## src/hw/rtl/ipid_pkg.sv

```systemverilog
// Shared types, widths and register codes for the incremental PID current loop.
// Depends on nothing; every module of the block imports it.
package ipid_pkg;

   // Channel and field widths
   localparam int NUM_CHANNELS   = 3;
   localparam int CH_W           = 2;
   localparam int NUM_OFFSETS    = 3;
   localparam int GAIN_FRAC_BITS = 12;
   localparam int GAIN_W         = 16;
   localparam int LIMIT_W        = 15;
   localparam int OFFSET_W       = 12;
   localparam int SP_W           = 13;
   localparam int MEAS_W         = 12;
   localparam int DUTY_W         = 15;

   // Internal arithmetic widths
   localparam int ERR_W  = 14;   // setpoint - measured + offset
   localparam int DP_W   = 15;   // e - e1
   localparam int DD_W   = 17;   // e - 2*e1 + e2
   localparam int ACC_W  = 16;   // stored drive accumulator

   // Decoupling queue
   localparam int QUEUE_DEPTH = 4;
   localparam int QPTR_W      = 2;
   localparam int QCNT_W      = 3;

   // Configuration port
   localparam int CSR_IDX_W  = 3;
   localparam int CSR_DATA_W = 16;

   localparam logic [CSR_IDX_W-1:0] CSR_GAIN_PROP   = 3'd0;
   localparam logic [CSR_IDX_W-1:0] CSR_GAIN_INTEG  = 3'd1;
   localparam logic [CSR_IDX_W-1:0] CSR_GAIN_DERIV  = 3'd2;
   localparam logic [CSR_IDX_W-1:0] CSR_DRIVE_LIMIT = 3'd3;
   localparam logic [CSR_IDX_W-1:0] CSR_OFFSET_CH0  = 3'd4;
   localparam logic [CSR_IDX_W-1:0] CSR_OFFSET_CH1  = 3'd5;
   localparam logic [CSR_IDX_W-1:0] CSR_OFFSET_CH2  = 3'd6;

   // Configuration as seen by the front and back parts
   typedef struct packed {
      logic [GAIN_W-1:0]                     gain_prop;
      logic [GAIN_W-1:0]                     gain_integ;
      logic [GAIN_W-1:0]                     gain_deriv;
      logic [LIMIT_W-1:0]                    drive_limit;
      logic [NUM_OFFSETS-1:0][OFFSET_W-1:0]  offset;
   } cfg_type;

   // One classified item travelling from front to back
   typedef struct packed {
      logic [CH_W-1:0]         ch;
      logic                    ch_ok;
      logic                    sp_neg;
      logic                    sp_pos;
      logic signed [ERR_W-1:0] err;
      logic signed [DP_W-1:0]  err_diff;
      logic signed [DD_W-1:0]  err_curv;
   } work_type;

endpackage

```

## src/hw/rtl/ipid_front.sv

```systemverilog
// Front part: accepts items, forms the error and its differences, keeps the
// per-channel error history. Depends on ipid_pkg.
module ipid_front
   import ipid_pkg::*;
(
   input  logic              clock,
   input  logic              reset,
   input  cfg_type           cfg,
   input  logic              req_valid,
   output logic              req_stall,
   input  logic [CH_W-1:0]   req_channel,
   input  logic [SP_W-1:0]   req_setpoint,
   input  logic [MEAS_W-1:0] req_measured,
   input  logic              q_full,
   output logic              push,
   output work_type          push_item
);

   logic signed [ERR_W-1:0] err_now_ff  [NUM_CHANNELS];
   logic signed [ERR_W-1:0] err_now_in  [NUM_CHANNELS];
   logic signed [ERR_W-1:0] err_last_ff [NUM_CHANNELS];
   logic signed [ERR_W-1:0] err_last_in [NUM_CHANNELS];

   logic [OFFSET_W-1:0]     off_sel;
   logic signed [ERR_W-1:0] e1;
   logic signed [ERR_W-1:0] e2;
   logic signed [ERR_W-1:0] err;
   logic                    ch_ok;

   // Stall only while the queue has no room
   assign req_stall = q_full;
   assign push      = req_valid && !q_full;
   assign ch_ok     = 32'(req_channel) < NUM_CHANNELS;

   // Select the channel's offset and earlier errors
   always_comb begin
      off_sel = '0;
      e1      = '0;
      e2      = '0;
      for (int k = 0; k < NUM_OFFSETS; k++) begin
         if (32'(req_channel) == k) begin
            off_sel = cfg.offset[k];
         end
      end
      for (int k = 0; k < NUM_CHANNELS; k++) begin
         if (32'(req_channel) == k) begin
            e1 = err_now_ff[k];
            e2 = err_last_ff[k];
         end
      end
   end

   // Form the error and its first and second differences
   always_comb begin
      err = {{(ERR_W-SP_W){req_setpoint[SP_W-1]}}, req_setpoint}
          - {{(ERR_W-MEAS_W){1'b0}}, req_measured}
          + {{(ERR_W-OFFSET_W){1'b0}}, off_sel};
      push_item.ch       = req_channel;
      push_item.ch_ok    = ch_ok;
      push_item.sp_neg   = req_setpoint[SP_W-1];
      push_item.sp_pos   = !req_setpoint[SP_W-1] && (req_setpoint != '0);
      push_item.err      = err;
      push_item.err_diff = {err[ERR_W-1], err} - {e1[ERR_W-1], e1};
      push_item.err_curv = {{(DD_W-ERR_W){err[ERR_W-1]}}, err}
                         - {{(DD_W-ERR_W-1){e1[ERR_W-1]}}, e1, 1'b0}
                         + {{(DD_W-ERR_W){e2[ERR_W-1]}}, e2};
   end

   // Shift the history of the addressed channel; drop unknown channels
   always_comb begin
      for (int k = 0; k < NUM_CHANNELS; k++) begin
         err_now_in[k]  = err_now_ff[k];
         err_last_in[k] = err_last_ff[k];
         if (push && ch_ok && (32'(req_channel) == k)) begin
            err_now_in[k]  = err;
            err_last_in[k] = err_now_ff[k];
         end
      end
   end

   always_ff @(posedge clock) begin
      if (reset) begin
         for (int k = 0; k < NUM_CHANNELS; k++) begin
            err_now_ff[k]  <= '0;
            err_last_ff[k] <= '0;
         end
      end else begin
         err_now_ff  <= err_now_in;
         err_last_ff <= err_last_in;
      end
   end

endmodule

```

## src/hw/rtl/ipid_queue.sv

```systemverilog
// Short queue between the front and back parts of the PID current loop.
// Depends on ipid_pkg for the item type and depth.
module ipid_queue
   import ipid_pkg::*;
(
   input  logic     clock,
   input  logic     reset,
   input  logic     push,
   input  work_type push_item,
   input  logic     pop,
   output work_type pop_item,
   output logic     full,
   output logic     empty
);

   work_type            entry_ff [QUEUE_DEPTH];
   logic [QPTR_W-1:0]   wr_ptr_ff;
   logic [QPTR_W-1:0]   wr_ptr_in;
   logic [QPTR_W-1:0]   rd_ptr_ff;
   logic [QPTR_W-1:0]   rd_ptr_in;
   logic [QCNT_W-1:0]   count_ff;
   logic [QCNT_W-1:0]   count_in;

   assign full     = count_ff == QCNT_W'(QUEUE_DEPTH);
   assign empty    = count_ff == '0;
   assign pop_item = entry_ff[rd_ptr_ff];

   // Advance pointers and fill count
   always_comb begin
      wr_ptr_in = push ? wr_ptr_ff + QPTR_W'(1) : wr_ptr_ff;
      rd_ptr_in = pop  ? rd_ptr_ff + QPTR_W'(1) : rd_ptr_ff;
      count_in  = count_ff + QCNT_W'(push) - QCNT_W'(pop);
   end

   always_ff @(posedge clock) begin
      if (reset) begin
         wr_ptr_ff <= '0;
         rd_ptr_ff <= '0;
         count_ff  <= '0;
      end else begin
         wr_ptr_ff <= wr_ptr_in;
         rd_ptr_ff <= rd_ptr_in;
         count_ff  <= count_in;
      end
   end

   // Store the pushed item
   always_ff @(posedge clock) begin
      if (push) begin
         entry_ff[wr_ptr_ff] <= push_item;
      end
   end

   a_no_overflow: assert property (@(posedge clock) disable iff (reset)
      !(push && full)) else $error("item pushed into full queue");

   a_no_underflow: assert property (@(posedge clock) disable iff (reset)
      !(pop && empty)) else $error("item popped from empty queue");

   a_count_track: assert property (@(posedge clock) disable iff (reset)
      1'b1 |=> (count_ff == $past(count_ff) + QCNT_W'($past(push))
                - QCNT_W'($past(pop))))
      else $error("queue fill count out of step");

endmodule

```

## src/hw/rtl/ipid_back.sv

```systemverilog
// Back part: gain multiplies, truncating scale, accumulator update with sign
// rule and clamp, and the output register. Depends on ipid_pkg.
module ipid_back
   import ipid_pkg::*;
(
   input  logic              clock,
   input  logic              reset,
   input  cfg_type           cfg,
   input  logic              q_empty,
   input  work_type          q_item,
   output logic              pop,
   output logic              rsp_valid,
   input  logic              rsp_stall,
   output logic [CH_W-1:0]   rsp_out_channel,
   output logic [DUTY_W-1:0] rsp_duty_reverse,
   output logic [DUTY_W-1:0] rsp_duty_forward
);

   localparam int PP_W  = GAIN_W + 1 + DP_W;
   localparam int PI_W  = GAIN_W + 1 + ERR_W;
   localparam int PD_W  = GAIN_W + 1 + DD_W;
   localparam int SUM_W = 24;

   // Divide by 2^GAIN_FRAC_BITS, truncating toward zero
   function automatic logic signed [SUM_W-1:0] scale_down(input logic signed [PD_W-1:0] p);
      logic signed [PD_W-1:0] biased;
      biased = p + (p[PD_W-1] ? PD_W'((1 << GAIN_FRAC_BITS) - 1) : PD_W'(0));
      return SUM_W'(biased >>> GAIN_FRAC_BITS);
   endfunction

   // Stage flow control
   logic adv1;
   logic adv2;
   logic adv3;

   logic v1_ff;
   logic v1_in;
   logic v2_ff;
   logic v2_in;
   logic rsp_valid_ff;
   logic rsp_valid_in;

   // Stage one: raw products
   logic [CH_W-1:0]        s1_ch_ff;
   logic                   s1_ch_ok_ff;
   logic                   s1_sp_neg_ff;
   logic                   s1_sp_pos_ff;
   logic signed [PP_W-1:0] s1_prod_p_ff;
   logic signed [PI_W-1:0] s1_prod_i_ff;
   logic signed [PD_W-1:0] s1_prod_d_ff;

   // Stage two: scaled PID increment
   logic [CH_W-1:0]         s2_ch_ff;
   logic                    s2_ch_ok_ff;
   logic                    s2_sp_neg_ff;
   logic                    s2_sp_pos_ff;
   logic signed [SUM_W-1:0] s2_pid_sum_ff;
   logic signed [SUM_W-1:0] pid_sum_in;

   // Stage three: accumulator and duties
   logic signed [ACC_W-1:0] accum_ff [NUM_CHANNELS];
   logic signed [ACC_W-1:0] accum_in [NUM_CHANNELS];
   logic signed [ACC_W-1:0] acc_sel;
   logic signed [SUM_W-1:0] acc_sum;
   logic signed [SUM_W-1:0] acc_signed;
   logic signed [SUM_W-1:0] acc_clamped;
   logic signed [SUM_W-1:0] lim_pos;
   logic signed [SUM_W-1:0] lim_neg;
   logic [CH_W-1:0]         rsp_channel_ff;
   logic [DUTY_W-1:0]       duty_rev_ff;
   logic [DUTY_W-1:0]       duty_rev_in;
   logic [DUTY_W-1:0]       duty_fwd_ff;
   logic [DUTY_W-1:0]       duty_fwd_in;

   assign adv3 = !rsp_valid_ff || !rsp_stall;
   assign adv2 = !v2_ff || adv3;
   assign adv1 = !v1_ff || adv2;
   assign pop  = adv1 && !q_empty;

   assign v1_in        = adv1 ? !q_empty : v1_ff;
   assign v2_in        = adv2 ? v1_ff : v2_ff;
   assign rsp_valid_in = adv3 ? v2_ff : rsp_valid_ff;

   always_ff @(posedge clock) begin
      if (reset) begin
         v1_ff        <= 1'b0;
         v2_ff        <= 1'b0;
         rsp_valid_ff <= 1'b0;
      end else begin
         v1_ff        <= v1_in;
         v2_ff        <= v2_in;
         rsp_valid_ff <= rsp_valid_in;
      end
   end

   // Multiply the error terms by their gains
   always_ff @(posedge clock) begin
      if (adv1) begin
         s1_ch_ff     <= q_item.ch;
         s1_ch_ok_ff  <= q_item.ch_ok;
         s1_sp_neg_ff <= q_item.sp_neg;
         s1_sp_pos_ff <= q_item.sp_pos;
         s1_prod_p_ff <= $signed({1'b0, cfg.gain_prop}) * q_item.err_diff;
         s1_prod_i_ff <= $signed({1'b0, cfg.gain_integ}) * q_item.err;
         s1_prod_d_ff <= $signed({1'b0, cfg.gain_deriv}) * q_item.err_curv;
      end
   end

   // Scale each product and sum the three terms
   assign pid_sum_in = scale_down(PD_W'(s1_prod_p_ff))
                     + scale_down(PD_W'(s1_prod_i_ff))
                     + scale_down(s1_prod_d_ff);

   always_ff @(posedge clock) begin
      if (adv2) begin
         s2_ch_ff      <= s1_ch_ff;
         s2_ch_ok_ff   <= s1_ch_ok_ff;
         s2_sp_neg_ff  <= s1_sp_neg_ff;
         s2_sp_pos_ff  <= s1_sp_pos_ff;
         s2_pid_sum_ff <= pid_sum_in;
      end
   end

   // Add to the accumulator, apply the sign rule and the clamp
   always_comb begin
      acc_sel = '0;
      for (int k = 0; k < NUM_CHANNELS; k++) begin
         if (32'(s2_ch_ff) == k) begin
            acc_sel = accum_ff[k];
         end
      end
      acc_sum = SUM_W'(acc_sel) + s2_pid_sum_ff;
      lim_pos = {{(SUM_W-LIMIT_W){1'b0}}, cfg.drive_limit};
      lim_neg = -lim_pos;
      acc_signed = acc_sum;
      if (acc_sum < 0 && !s2_sp_neg_ff) begin
         acc_signed = '0;
      end
      if (acc_sum > 0 && s2_sp_neg_ff) begin
         acc_signed = '0;
      end
      if (acc_signed > lim_pos) begin
         acc_clamped = lim_pos;
      end else if (acc_signed < lim_neg) begin
         acc_clamped = lim_neg;
      end else begin
         acc_clamped = acc_signed;
      end
   end

   // Steer the clamped value onto one half of the bridge
   always_comb begin
      duty_fwd_in = '0;
      duty_rev_in = '0;
      if (s2_ch_ok_ff) begin
         if (acc_clamped > 0 && s2_sp_pos_ff) begin
            duty_fwd_in = DUTY_W'(acc_clamped);
         end else if (acc_clamped < 0 && s2_sp_neg_ff) begin
            duty_rev_in = DUTY_W'(-acc_clamped);
         end
      end
   end

   // Write back the accumulator when the item leaves stage two
   always_comb begin
      for (int k = 0; k < NUM_CHANNELS; k++) begin
         accum_in[k] = accum_ff[k];
         if (adv3 && v2_ff && s2_ch_ok_ff && (32'(s2_ch_ff) == k)) begin
            accum_in[k] = ACC_W'(acc_clamped);
         end
      end
   end

   always_ff @(posedge clock) begin
      if (reset) begin
         for (int k = 0; k < NUM_CHANNELS; k++) begin
            accum_ff[k] <= '0;
         end
      end else begin
         accum_ff <= accum_in;
      end
   end

   // Output register; hold while stalled
   always_ff @(posedge clock) begin
      if (adv3) begin
         rsp_channel_ff <= s2_ch_ff;
         duty_rev_ff    <= duty_rev_in;
         duty_fwd_ff    <= duty_fwd_in;
      end
   end

   assign rsp_valid        = rsp_valid_ff;
   assign rsp_out_channel  = rsp_channel_ff;
   assign rsp_duty_reverse = duty_rev_ff;
   assign rsp_duty_forward = duty_fwd_ff;

   a_one_side: assert property (@(posedge clock) disable iff (reset)
      rsp_valid_ff |-> (duty_rev_ff == '0 || duty_fwd_ff == '0))
      else $error("both bridge halves driven");

   a_bad_channel_idle: assert property (@(posedge clock) disable iff (reset)
      (rsp_valid_ff && (32'(rsp_channel_ff) >= NUM_CHANNELS))
      |-> (duty_rev_ff == '0 && duty_fwd_ff == '0))
      else $error("duty on unknown channel");

   a_pop_fills: assert property (@(posedge clock) disable iff (reset)
      pop |=> v1_ff) else $error("popped item lost before stage one");

endmodule

```

## src/hw/rtl/incremental_pid_current_loop.sv

```systemverilog
// Three-channel incremental PID current loop for H-bridge motors.
// Channels: req_* carries one control tick (channel, setpoint, measured);
// rsp_* returns one item per tick with the channel and the two PWM duties.
// Both channels use valid/stall; an item moves when valid is high and stall
// is low. csr_* writes the gains, drive limit and sensor offsets; write it
// only while no item is in flight.
// A result passes through the queue, the multiply stage, the scale-and-sum
// stage and the accumulator and output register. Throughput: one item per
// cycle while rsp_stall is low, set by the accumulator read-modify-write
// within the last stage.
// A four-entry queue parts the front from the back; req_stall rises only
// when that queue is full, so the input keeps flowing through short
// receiver stalls, and a stalled result holds on the output register.
// Reset restores the default gains, limit and offsets and clears the
// error history and accumulators of every channel.
// Depends on ipid_pkg, ipid_front, ipid_queue and ipid_back.
module incremental_pid_current_loop
   import ipid_pkg::*;
(
   input  logic                  clock,
   input  logic                  reset,
   input  logic                  csr_write,
   input  logic [CSR_IDX_W-1:0]  csr_index,
   input  logic [CSR_DATA_W-1:0] csr_data,
   input  logic                  req_valid,
   output logic                  req_stall,
   input  logic [CH_W-1:0]       req_channel,
   input  logic [SP_W-1:0]       req_setpoint,
   input  logic [MEAS_W-1:0]     req_measured,
   output logic                  rsp_valid,
   input  logic                  rsp_stall,
   output logic [CH_W-1:0]       rsp_out_channel,
   output logic [DUTY_W-1:0]     rsp_duty_reverse,
   output logic [DUTY_W-1:0]     rsp_duty_forward
);

   cfg_type  cfg_ff;
   cfg_type  cfg_in;
   logic     push;
   work_type push_item;
   logic     pop;
   work_type pop_item;
   logic     q_full;
   logic     q_empty;

   // Decode configuration writes
   always_comb begin
      cfg_in = cfg_ff;
      if (csr_write) begin
         case (csr_index)
            CSR_GAIN_PROP:   cfg_in.gain_prop   = csr_data;
            CSR_GAIN_INTEG:  cfg_in.gain_integ  = csr_data;
            CSR_GAIN_DERIV:  cfg_in.gain_deriv  = csr_data;
            CSR_DRIVE_LIMIT: cfg_in.drive_limit = csr_data[LIMIT_W-1:0];
            CSR_OFFSET_CH0:  cfg_in.offset[0]   = csr_data[OFFSET_W-1:0];
            CSR_OFFSET_CH1:  cfg_in.offset[1]   = csr_data[OFFSET_W-1:0];
            CSR_OFFSET_CH2:  cfg_in.offset[2]   = csr_data[OFFSET_W-1:0];
            default: begin
               cfg_in = cfg_ff;
            end
         endcase
      end
   end

   always_ff @(posedge clock) begin
      if (reset) begin
         cfg_ff.gain_prop   <= GAIN_W'(4915);
         cfg_ff.gain_integ  <= GAIN_W'(819);
         cfg_ff.gain_deriv  <= '0;
         cfg_ff.drive_limit <= LIMIT_W'(3500);
         cfg_ff.offset      <= '0;
      end else begin
         cfg_ff <= cfg_in;
      end
   end

   ipid_front u_front (
      .clock        (clock),
      .reset        (reset),
      .cfg          (cfg_ff),
      .req_valid    (req_valid),
      .req_stall    (req_stall),
      .req_channel  (req_channel),
      .req_setpoint (req_setpoint),
      .req_measured (req_measured),
      .q_full       (q_full),
      .push         (push),
      .push_item    (push_item)
   );

   ipid_queue u_queue (
      .clock     (clock),
      .reset     (reset),
      .push      (push),
      .push_item (push_item),
      .pop       (pop),
      .pop_item  (pop_item),
      .full      (q_full),
      .empty     (q_empty)
   );

   ipid_back u_back (
      .clock            (clock),
      .reset            (reset),
      .cfg              (cfg_ff),
      .q_empty          (q_empty),
      .q_item           (pop_item),
      .pop              (pop),
      .rsp_valid        (rsp_valid),
      .rsp_stall        (rsp_stall),
      .rsp_out_channel  (rsp_out_channel),
      .rsp_duty_reverse (rsp_duty_reverse),
      .rsp_duty_forward (rsp_duty_forward)
   );

endmodule

```

## config.mk

```make
export PLATFORM = sky130hd
export DESIGN_NAME = incremental_pid_current_loop
export DESIGN_NICKNAME = d
export VERILOG_FILES = /design/src/hw/rtl/ipid_pkg.sv /design/src/hw/rtl/ipid_front.sv /design/src/hw/rtl/ipid_queue.sv /design/src/hw/rtl/ipid_back.sv /design/src/hw/rtl/incremental_pid_current_loop.sv
export SDC_FILE = /design/constraint.sdc
export NUM_CORES = 2
export LEC_CHECK = 0
export ABC_AREA = 0
export BUFFER_PORTS_ARGS = -buffer_cell sky130_fd_sc_hd__buf_2
export CAP_MARGIN = 40
export CORE_MARGIN = 1
export CORE_UTILIZATION = 48
export DETAILED_ROUTE_END_ITERATION = 10
export GPL_TIMING_DRIVEN = 0
export PLACE_DENSITY = 0.61
export SYNTH_ARGS = -nofsm -noshare
export SYNTH_HDL_FRONTEND = slang
export SYNTH_HIERARCHICAL = 1
export SYNTH_SLANG_ARGS = --single-unit
```

## constraint.sdc

```tcl
create_clock -name clock -period 16.6 [get_ports clock]
set_input_delay 2.49 -clock clock [delete_from_list [all_inputs] [get_ports clock]]
set_output_delay 2.49 -clock clock [all_outputs]
set_load 0.05 [all_outputs]
```

==> results.json <==
{
  "run_status": "finished, final reports clean",
  "critPathLaunchType": "register",
  "dieArea_um2": 119500,
  "routed-via-count": 40433,
  "drc": 0,
  "core_area_um2": 116700,
  "ys_async_sr_fraction_pct": 0,
  "rr_startpoint": "u_back/s2_ch_ff[0]$_DFFE_PP_",
  "endpoint_kind": "register",
  "ys_seq_area_share_pct": 27.96,
  "hpwl_mm": 122.0,
  "gp_congestion": 0.9294,
  "antenna_found_initial": 8,
  "dieWidth_um": 345.7,
  "grt_use_total_pct": 25.83,
  "cts_tree": "yes",
  "area.growth.synth_to_final_pct": 8.759,
  "syn-cell-area_um2": 56710,
  "synth_cell_type_count": 110,
  "drv_slew": 0,
  "synth_nets": 6849,
  "rrSetupSlack_ns": 6.39,
  "start_util_pct": 48.61,
  "worstPathMaxFanout": 10,
  "io_buffers": 78,
  "drive_gt1_share_pct": 6.420,
  "avgRoutedWirePerCell_um": 20.60,
  "finalSetupViolations": 0,
  "die_h_um": 345.7,
  "cp_slowest_cell": "o311ai_0",
  "path_clk_slew_ns": 0.06,
  "period_minus_slack_ns": 10.21,
  "finalNetCount": 7016,
  "synth-edff-count": 366,
  "clkLatencyLatePin_ns": 0.66,
  "cts_buffer_depth": 3,
  "max_cap_violations": 0,
  "r2r_cells": 36,
  "worst_pin_slew_ns": 0.9404,
  "slowest_delay_ns": 0.75,
  "critical_path_class": "register to register",
  "ios": 85,
  "crit_arrival_ns": 10.64,
  "max_slew_margin_pct": 36.73,
  "drt-pass1-iter-count": 6,
  "ys_warn_count": 6,
  "hold_depth": 0,
  "post_cts.repair.setup_buffers": 0,
  "cp.required_ns": 17.03,
  "timing.critical_path.from": "u_back/s2_ch_ff[0]$_DFFE_PP_",
  "synth-seq-cells": 609,
  "fp-row-count": 125,
  "timing.final.crit_share_pct": 61.51,
  "ant_nets": 0,
  "grt_pass1_vias": 40967,
  "fill_cells": 10589,
  "via_per_inst": 5.442,
  "clockRootBuffer": "clkbuf_16",
  "timing.rr.end": "u_back/rsp_duty_forward[0]$_SDFFCE_PN0N_",
  "syn_inst": 5678,
  "grt_max_degree": 56,
  "clock.fmax_mhz": 97.93,
  "synth_flop_cell": "edfxtp_1",
  "post_cts_resized": 0,
  "hold_buffers": 0,
  "htree_levels": 3,
  "hold_path_end": "u_back/s2_ch_ok_ff$_DFFE_PP_",
  "grt_pass1_wl_mm": 238.3,
  "setup_tns_ns": 0,
  "min_from": "u_back/s1_ch_ok_ff$_DFFE_PN_",
  "numCtsBuffers": 71,
  "first_iter_violations": 2635,
  "clock_sinks": 609,
  "fin_skew_ns": 0.03870,
  "yosys.area.top_type": "fa_1",
  "syn_avg_cell_area_um2": 9.988,
  "rsz0062_at_grt": "false",
  "grt_overflow_total": 0,
  "wl_mm": 153.0,
  "synth_top_cell_area_share_pct": 21.46,
  "synth.area.top_cells": "fa_1, edfxtp_1, ha_1",
  "final_hold_viol_count": 0,
  "hold_class": "register to register"
}
## registers in the layout (all words and copies together), names as in the netlist, 31 cells and up, named ones only
name and cells:
u_queue/entry_ff 204, cfg_ff 99, u_back/accum_ff 48, u_front/err_last_ff 42, u_front/err_now_ff 42, u_back/s1_prod_d_ff 34, u_back/s1_prod_p_ff 32, u_back/s1_prod_i_ff 31
## logic make-up (layout without fill, tap and decap cells)
kind of cell / count (synthesis) / in the layout / synth area share [%]
fa+ha+maj: 1126 / 1126 / 32.86
other cells: 0 / 3 / 0
simple gates: 1791 / 1791 / 15.47
xor+xnor: 212 / 212 / 3.301
flops: 609 / 609 / 27.96
mux: 215 / 215 / 4.931
buf+inv: 1006 / 1231 / 7.073
compound gates: 719 / 719 / 8.401
## final cells by class
type / count / area [um^2] / area share, %
clock inverter: 38 / 470.5 / 0.7627
inverter: 769 / 2887 / 4.680
tap: 1524 / 1907 / 3.092
sequential: 609 / 15860 / 25.71
timing repair buffer: 94 / 608.1 / 0.9859
buffer: 237 / 1125 / 1.824
antenna: 3 / 7.507 / 0.01217
multi-input combinational: 4063 / 36890 / 59.80
clock buffer: 93 / 1934 / 3.136
## layout by cell type, fill, tap and decap left out, types with 106 or more instances in the layout
cell	count
nand2_1	708
o21ai_0	106
edfxtp_1	366
and2_1	333
inv_1	769
dfxtp_1	243
nand2b_1	159
buf_2	107
fa_1	608
ha_1	512
a21oi_1	255
nor2_1	272
xnor2_1	155
mux2i_1	162
clkbuf_1	191
## metrics by stage
stage / util (%) / std cells / setup slack [ns] / area, um^2 / hold WS (ns)
6_report: 52.86 / 7430 / 6.389 / 61680 / 0.3971
2_1_floorplan: - / 5678 / 8.672 / 56710 / 0.4003
3_3_place_gp: 50.58 / 7280 / 5.923 / 59010 / 0.4016
4_1_cts: 52.86 / 7427 / 6.449 / 61670 / 0.3940
5_1_grt: 52.86 / 7429 / 5.780 / 61680 / 0.4028
3_5_place_dp: 50.80 / 7296 / 6.491 / 59270 / 0.4062
## cell usage after synthesis (159+ instances only)
master / number
nor2_1: 272
mux2i_1: 162
edfxtp_1: 366
clkbuf_1: 178
nand2b_1: 159
inv_1: 769
fa_1: 608
a21oi_1: 255
dfxtp_1: 243
ha_1: 512
and2_1: 337
nand2_1: 709
## critical path: cells and delay by family (launching register included)
family,cells,cell delay (ns)
buffers and inverters,7,2.18
AO/OA/AOI/OAI,13,4.18
adder cells (fa/ha/maj),3,0.82
AND/OR/NAND/NOR,11,2.03
flip-flops,1,0.44
multiplexers,2,0.30
## how the worst max path moves through the flow
| stage | to | slack (ns) | depth (start not counted) |
|---|---|---|---|
| 2_1_floorplan | u_back/rsp_duty_reverse[10]$_SDFFCE_PP0N_ | 8.67 | 36 |
| 5_1_grt | u_back/rsp_duty_forward[0]$_SDFFCE_PN0N_ | 5.78 | 36 |
| 3_5_place_dp | u_back/rsp_duty_forward[0]$_SDFFCE_PN0N_ | 6.49 | 36 |
| 4_1_cts | u_back/rsp_duty_forward[0]$_SDFFCE_PN0N_ | 6.45 | 36 |
| 6_report | u_back/rsp_duty_forward[0]$_SDFFCE_PN0N_ | 6.39 | 36 |
| 3_3_place_gp | u_back/rsp_duty_forward[0]$_SDFFCE_PN0N_ | 5.92 | 35 |
## per-layer routing
layer	wire length (um)	part of all wire (%)	up-vias	global-route usage, %
met5	37	0.024	-	0
met4	4651	3.0	6	8.154
met2	70870	46	1120	41.99
met1	67520	44	20031	34.79
met3	9948	6.5	206	4.948
li1	-	-	19070	-
Power is not shown: default switching activity piles up to over one toggle a cycle in this logic, so the estimate is an artifact.
